## src/hdl/ptw_pkg.sv

```systemverilog
// ----------------------------------------------------------------------------
// ptw_pkg
// Shared widths, codes and microprogram for the page table walker.
// ----------------------------------------------------------------------------
package ptw_pkg;

    // default build values
    localparam int DEF_PAGE_OFFSET_BITS = 12;
    localparam int DEF_LEVEL_COUNT      = 3;
    localparam int DEF_FRAME_COUNT      = 64;

    // fixed payload widths
    localparam int OPC_W = 1;
    localparam int VA_W  = 39;
    localparam int PA_W  = 19;
    localparam int ST_W  = 2;
    localparam int IN_TDATA_W  = 40;
    localparam int OUT_TDATA_W = 24;

    // request codes
    localparam logic [OPC_W-1:0] OPC_TRANSLATE = 1'b0;
    localparam logic [OPC_W-1:0] OPC_MAP       = 1'b1;

    // status codes
    localparam logic [ST_W-1:0] ST_OK         = 2'd0;
    localparam logic [ST_W-1:0] ST_NOT_MAPPED = 2'd1;
    localparam logic [ST_W-1:0] ST_NO_FRAMES  = 2'd2;

    // program steps
    localparam int UPC_W = 3;
    localparam logic [UPC_W-1:0] S_CLEAR = 3'd0;
    localparam logic [UPC_W-1:0] S_IDLE  = 3'd1;
    localparam logic [UPC_W-1:0] S_ROOT  = 3'd2;
    localparam logic [UPC_W-1:0] S_READ  = 3'd3;
    localparam logic [UPC_W-1:0] S_EVAL  = 3'd4;
    localparam logic [UPC_W-1:0] S_EMIT  = 3'd5;

    // datapath operations
    localparam int OP_W = 3;
    localparam logic [OP_W-1:0] OP_CLEAR = 3'd0;
    localparam logic [OP_W-1:0] OP_LOAD  = 3'd1;
    localparam logic [OP_W-1:0] OP_ROOT  = 3'd2;
    localparam logic [OP_W-1:0] OP_READ  = 3'd3;
    localparam logic [OP_W-1:0] OP_STEP  = 3'd4;
    localparam logic [OP_W-1:0] OP_EMIT  = 3'd5;

    // branch conditions
    localparam int CND_W = 3;
    localparam logic [CND_W-1:0] C_ALWAYS   = 3'd0;
    localparam logic [CND_W-1:0] C_CLR_BUSY = 3'd1;
    localparam logic [CND_W-1:0] C_NO_INPUT = 3'd2;
    localparam logic [CND_W-1:0] C_FAIL     = 3'd3;
    localparam logic [CND_W-1:0] C_MORE     = 3'd4;
    localparam logic [CND_W-1:0] C_OUT_BUSY = 3'd5;

    typedef struct packed {
        logic [OP_W-1:0]  op;
        logic [CND_W-1:0] cond;
        logic [UPC_W-1:0] tgt_true;
        logic [UPC_W-1:0] tgt_false;
    } t_uword;

    typedef struct packed {
        logic clr_busy;
        logic no_input;
        logic fail;
        logic more;
        logic out_busy;
    } t_flags;

    function automatic t_uword ucode(input logic [UPC_W-1:0] upc);
        t_uword w;
        case (upc)
            S_CLEAR: w = '{OP_CLEAR, C_CLR_BUSY, S_CLEAR, S_IDLE};
            S_IDLE:  w = '{OP_LOAD,  C_NO_INPUT, S_IDLE,  S_ROOT};
            S_ROOT:  w = '{OP_ROOT,  C_FAIL,     S_EMIT,  S_READ};
            S_READ:  w = '{OP_READ,  C_ALWAYS,   S_EVAL,  S_EVAL};
            S_EVAL:  w = '{OP_STEP,  C_MORE,     S_READ,  S_EMIT};
            S_EMIT:  w = '{OP_EMIT,  C_OUT_BUSY, S_EMIT,  S_IDLE};
            default: w = '{OP_LOAD,  C_ALWAYS,   S_IDLE,  S_IDLE};
        endcase
        return w;
    endfunction

endpackage

```

## src/hdl/ptw_useq.sv

```systemverilog
// ----------------------------------------------------------------------------
// ptw_useq
// Microprogram sequencer: step counter, control rom and conditional branch.
// ----------------------------------------------------------------------------
module ptw_useq (
    input  logic                    i_clk,
    input  logic                    i_rst_n,
    input  ptw_pkg::t_flags         i_flags,
    output logic [ptw_pkg::OP_W-1:0] o_op
);
    import ptw_pkg::*;

    logic [UPC_W-1:0] r_upc;
    logic [UPC_W-1:0] n_upc;
    t_uword           word;
    logic             taken;

    assign word = ucode(r_upc);

    always_comb begin
        case (word.cond)
            C_ALWAYS:   taken = 1'b1;
            C_CLR_BUSY: taken = i_flags.clr_busy;
            C_NO_INPUT: taken = i_flags.no_input;
            C_FAIL:     taken = i_flags.fail;
            C_MORE:     taken = i_flags.more;
            C_OUT_BUSY: taken = i_flags.out_busy;
            default:    taken = 1'b1;
        endcase
        n_upc = taken ? word.tgt_true : word.tgt_false;
    end

    always_ff @(posedge i_clk) begin
        if (!i_rst_n) begin
            r_upc <= S_CLEAR;
        end else begin
            r_upc <= n_upc;
        end
    end

    assign o_op = word.op;
endmodule

```

## config.mk

```make
export PLATFORM = sky130hd
export DESIGN_NAME = ptw_useq
export DESIGN_NICKNAME = d
export VERILOG_FILES = /design/src/hdl/ptw_pkg.sv /design/src/hdl/ptw_useq.sv
export SDC_FILE = /design/constraint.sdc
export NUM_CORES = 1
export LEC_CHECK = 0
export ABC_AREA = 0
export ABC_CLOCK_PERIOD_IN_PS = 950
export CAP_MARGIN = 0
export CORE_AREA = 8 8 45 47
export CTS_BUF_LIST = sky130_fd_sc_hd__clkbuf_8
export CTS_CLUSTER_DIAMETER = 200
export DETAILED_ROUTE_END_ITERATION = 7
export DIE_AREA = 0 0 53 55
export DONT_BUFFER_PORTS = 1
export GPL_TIMING_DRIVEN = 0
export SETUP_SLACK_MARGIN = 0.1
export SLEW_MARGIN = 20
export SYNTH_ARGS = -nofsm -noshare
export SYNTH_HDL_FRONTEND = slang
export SYNTH_SLANG_ARGS = --single-unit
```

## constraint.sdc

```tcl
create_clock -name i_clk -period 0.95 [get_ports i_clk]
set_input_delay 0.095 -clock i_clk [delete_from_list [all_inputs] [get_ports i_clk]]
set_output_delay 0.095 -clock i_clk [all_outputs]
set_load 0.05 [all_outputs]
```

### Word-level counts from Yosys, hierarchy flattened

Cells that the tools add are included.

* equal/unequal tests: 10
* reductions and logical operators: 1
* $mul: 0
* mux-type cells: 3
* order comparisons: 0
* div/mod/pow operators: 0
* add/subtract/negate cells: 0
* bitwise operators: 0
* shifts and indexed selects: 0

Operators with widths (number)
* $pmux W12 S6: 1
* $eq A3 B2 Y1 const B: 4
* $eq A3 B3 Y1 const B: 4
* $eq A3 B1 Y1 const B: 2
* $pmux W1 S5: 1
* $logic_not A3 Y1: 1
* $mux W3: 1

* output and inout port bits: 3
* bits of input ports: 7
* bits in registers: 3
* memories kept: 0
* memory bits (read-only): 0
* bits in writable memories: 0
* word-level logic and storage cells: 15
* bits in latches: 0

### Longest topological paths before layout

* depth after elaboration: 5
* mapped depth: 3
* mapped depth without buffers: 3

### Worst setup path before layout

OpenSTA, ideal clock, no wires.

* kind: reg-to-reg
* from: reg r_upc[1]
* to: reg r_upc[2]
* clock period less this slack: 1.435 ns
* stages on the path, launching flop included: 4
* arrival: 1.368 ns
* path slack: -0.485 ns
* library setup time: 0.067 ns
* required time: 0.883 ns
* buffers on the path: 0
* cell sequence: dfxtp_1 -> nor2b_1 -> a32oi_1 -> nor2b_1

* word-level cells in the longest chain between the ends: 5
* elaborated cells between the ends (all ways): 14
* those cells by class: eq/ne (10); mux (3); reduce/logical (1)

Ends and longest elaborated chain
* start, declared: line ptw_useq.sv:13 `logic [UPC_W-1:0] r_upc;`
* start signal, assigned: line ptw_useq.sv:37 `r_upc <= n_upc;`
* $eq A3 B3 Y1, or another cell as far along: line ptw_pkg.sv:73 `case (upc)`
* $pmux W12 S6 *: line ptw_pkg.sv:73
* $eq A3 B3 Y1, or another cell as far along: line ptw_useq.sv:21 `case (word.cond)`
* $pmux W1 S5: line ptw_useq.sv:21
* $mux W3 *: line ptw_useq.sv:30 `n_upc = taken ? word.tgt_true : word.tgt_false;`

Mark *: on every way between the ends. The rest lies on a longest branch, timed or not.
A chain may end at the register's enable or synchronous reset.

### Final worst setup path

Ends and elaborated chain as after synthesis.

==> summary.txt <==
Outcome
  – Outcome: complete, but fails checks
  – Failing checks: setup timing

Routing
  – Metal-1 WL: 141 µm
  – Routed Antenna Nets: 0
  – Avg WL per Cell: between 10 and 15 µm
  – Max Used Layer: met3
  – DR DRC count: 0
  – Avg Vias per Cell: 3.98
  – Met3 routed WL: 29 µm
  – DRT iter0 DRCs: 2
  – DR pass1 iterations: 2
  – Met2 wire length: 291 µm
  – Routed via count: 159
  – Routed WL: between 400 and 500 µm

Synth
  – Post-Synthesis Cells: 19
  – Area fraction of the dominant cell type after synthesis: 0.350
  – XOR/XNOR Fraction of Synth Area: 0
  – Post-synthesis adder-cell area fraction: 0
  – Post-synthesis mux area share: 0
  – Post-synthesis compound-gate area fraction: 0.234
  – Largest family of logic cells by synthesized area: simple AND/OR/NAND/NOR gates
  – Synth area leader: dfxtp_1
  – Synth cell types: 14
  – Synth Area in Simple Gates: 0.416
  – Avg Cell Area, Syn: 9.02 µm²
  – EDFF count, synth: 0
  – Top cells by area, synth: dfxtp_1, nand2b_1, nor2b_1, a32oi_1, nor4b_1
  – Ys flop type: dfxtp_1
  – Synth warn: 0
  – Post-synth ARST share: 0
  – Mapped Area: 171 µm²
  – Synth cell count leaders: dfxtp_1, nand2b_1, nor2b_1
  – Syn Nets: 26
  – Seq/Total Area, Yosys: 0.350
  – #FFs+latches synth: 3

STA
  – Slew HR: 0.760
  – Setup WS post-layout: -0.0764 ns
  – Period utilization: 1.08
  – RSZ-0062 raised after global routing: yes
  – # setup viols final: 5
  – Min Tclk post-route: roughly 1.0 ns
  – Final Max Slew Viols: 0
  – Worst-Margin Slew: approximately 0.36 ns
  – F_max: 0.974 GHz
  – Final Hold Viols: 0
  – Final Skew: 0.000991 ns
  – Setup TNS: -0.250 ns

Setup path
  – Required @ worst endpoint: 1.09 ns
  – Setup Crit Path Kind: reg -> reg
  – Cell Chain, Critical Path: and2b_4, a32oi_2, nor2b_1
  – Max FO, Critical Path: 7
  – Critical Path Start Type: flop
  – Worst Path Buf+Inv: 0
  – CP peak stage delay: 0.36 ns
  – Cell family with most CP delay: simple AND/OR/NAND/NOR gates
  – Data arrival, critical path: 1.16 ns
  – Critical Path Sink Type: flop
  – Slowest-stage cell, CP: and2b_4

Job
  – Max-cap violations: 0

Place
  – Area after DPL: 211 µm²
  – I/O Buffers: 0
  – GP Congestion: 0.585
  – Post-DP HPWL: 407 µm

Die
  – Die area: 2920 µm²
  – Initial Util: 0.124
  – IO Pins: 10
  – Core footprint: 1380 µm²
  – Die Ht: 55 µm
  – Rows: 14
  – DIE WIDTH: 53 µm

Cells and area
  – Max FFs per register: 3
  – Area Growth Syn to Fin: 65.7%
  – # diodes: 0
  – Layout cells sized above 1: 0.500
  – Final net count: 32
  – Biggest register: r_upc
  – Largest regs: r_upc: 3 flops
  – Final Util: 0.205
  – Post-route cell area: 284 µm²

Global route
  – Vias in the first global route: 175
  – Largest net degree at the start of global routing: 8
  – Gr ovfl total: 0
  – First-pass GRT wire length: around 800 µm
  – Antenna violations before repair: 0
  – GRT Overall Usage: 0.0382

CTS
  – CTS Buffer Depth: 2
  – CTS tree: built
  – Worst skew pair latency: 0.21 ns
  – Worst-path clk slew: 0.03 ns
  – H-tree levels: 1
  – CTS sink count: 3
  – CTS Buf Count: 3
  – Root Driver: clkbuf_8

Power and ir drop
  – Lkg Pwr: around 0.11 nW
  – Worst VDD drop: approximately 0.00076 V
  – Pwr Density: 2080 nW/µm²

Worst hold path
  – Hold crit path type: in -> reg
[where the power goes]
group	internal, mW	switching, mW
sequential	0.135	0.0154
combinational	0.0402	0.0537
clock	0.274	0.0732
[stage by stage]
stage          setup slack (ns)  hold WS, ns  power (mW)  cells
2_1_floorplan          0.000302        0.213       0.230     19
5_1_grt                  -0.121       0.0117       0.640     40
6_report                -0.0764      0.00572       0.592     40
3_3_place_gp            -0.0742        0.216       0.241     35
3_5_place_dp            -0.0652        0.222       0.240     35
4_1_cts                 -0.0810      0.00182       0.590     39
[worst reg2reg max path, delay by kind of cell (launching register included)]
family | cells | cell delay, ns
compound gates | 1 | 0.13
flops | 1 | 0.35
simple gates | 2 | 0.48
[layout by cell type (no fill, tap or decap)]
master,synthesis,routed
nand2b_1,3,3
a22oi_1,1,1
o21a_1,1,1
and3_1,1,1
nor2b_4,0,1
nor3b_2,0,1
nor2_1,1,1
nor4b_1,1,1
inv_1,0,1
nor2b_1,2,1
o31a_1,1,1
a21o_2,0,1
dlygate4sd3_1,0,1
clkbuf_8,0,3
or2_4,0,1
dfxtp_4,0,3
a32oi_2,0,1
and2b_4,0,1
[cells by family (layout without fill, tap and decap cells)]
family          Yosys count  after routing
simple gates             11             11
flops                     3              3
compound gates            5              5
buf+inv                   0              5
[cell type report]
| class | count | area (µm²) |
|---|---|---|
| clock buffers | 3 | 41.3 |
| clock inverters | 1 | 3.75 |
| fillers | 161 | 1100 |
| multi-input cells | 16 | 138 |
| flip-flops and latches | 3 | 71.3 |
| well taps | 16 | 20.0 |
| repair buffers | 1 | 10.0 |
[path summary, 6_finish.rpt]
kind         startpoint  endpoint  slack, ns  cells past startpoint
max            r_upc[1]  r_upc[2]      -0.08                      3
min             i_rst_n  r_upc[1]      0.006                      1
max reg2reg    r_upc[1]  r_upc[2]      -0.08                      3
min reg2reg    r_upc[2]  r_upc[0]       0.53                      1
[layer usage]
metal,global-route usage,vias to the layer above
met5,0,-
met4,0.0129,0
met3,0.0321,0
met2,0.0684,3
met1,0.0303,77
li1,-,79
[timing repair]
item / CTS / global route
setup buffers: 0 / 0
hold buffers: 0 / 1
resized for setup: 2 / 3
endpoints found under the setup margin: 6 / 6
endpoints found under the hold margin: 0 / 1
gates cloned: 0 / 0
Note: power is estimated with default switching activity, not from simulation.
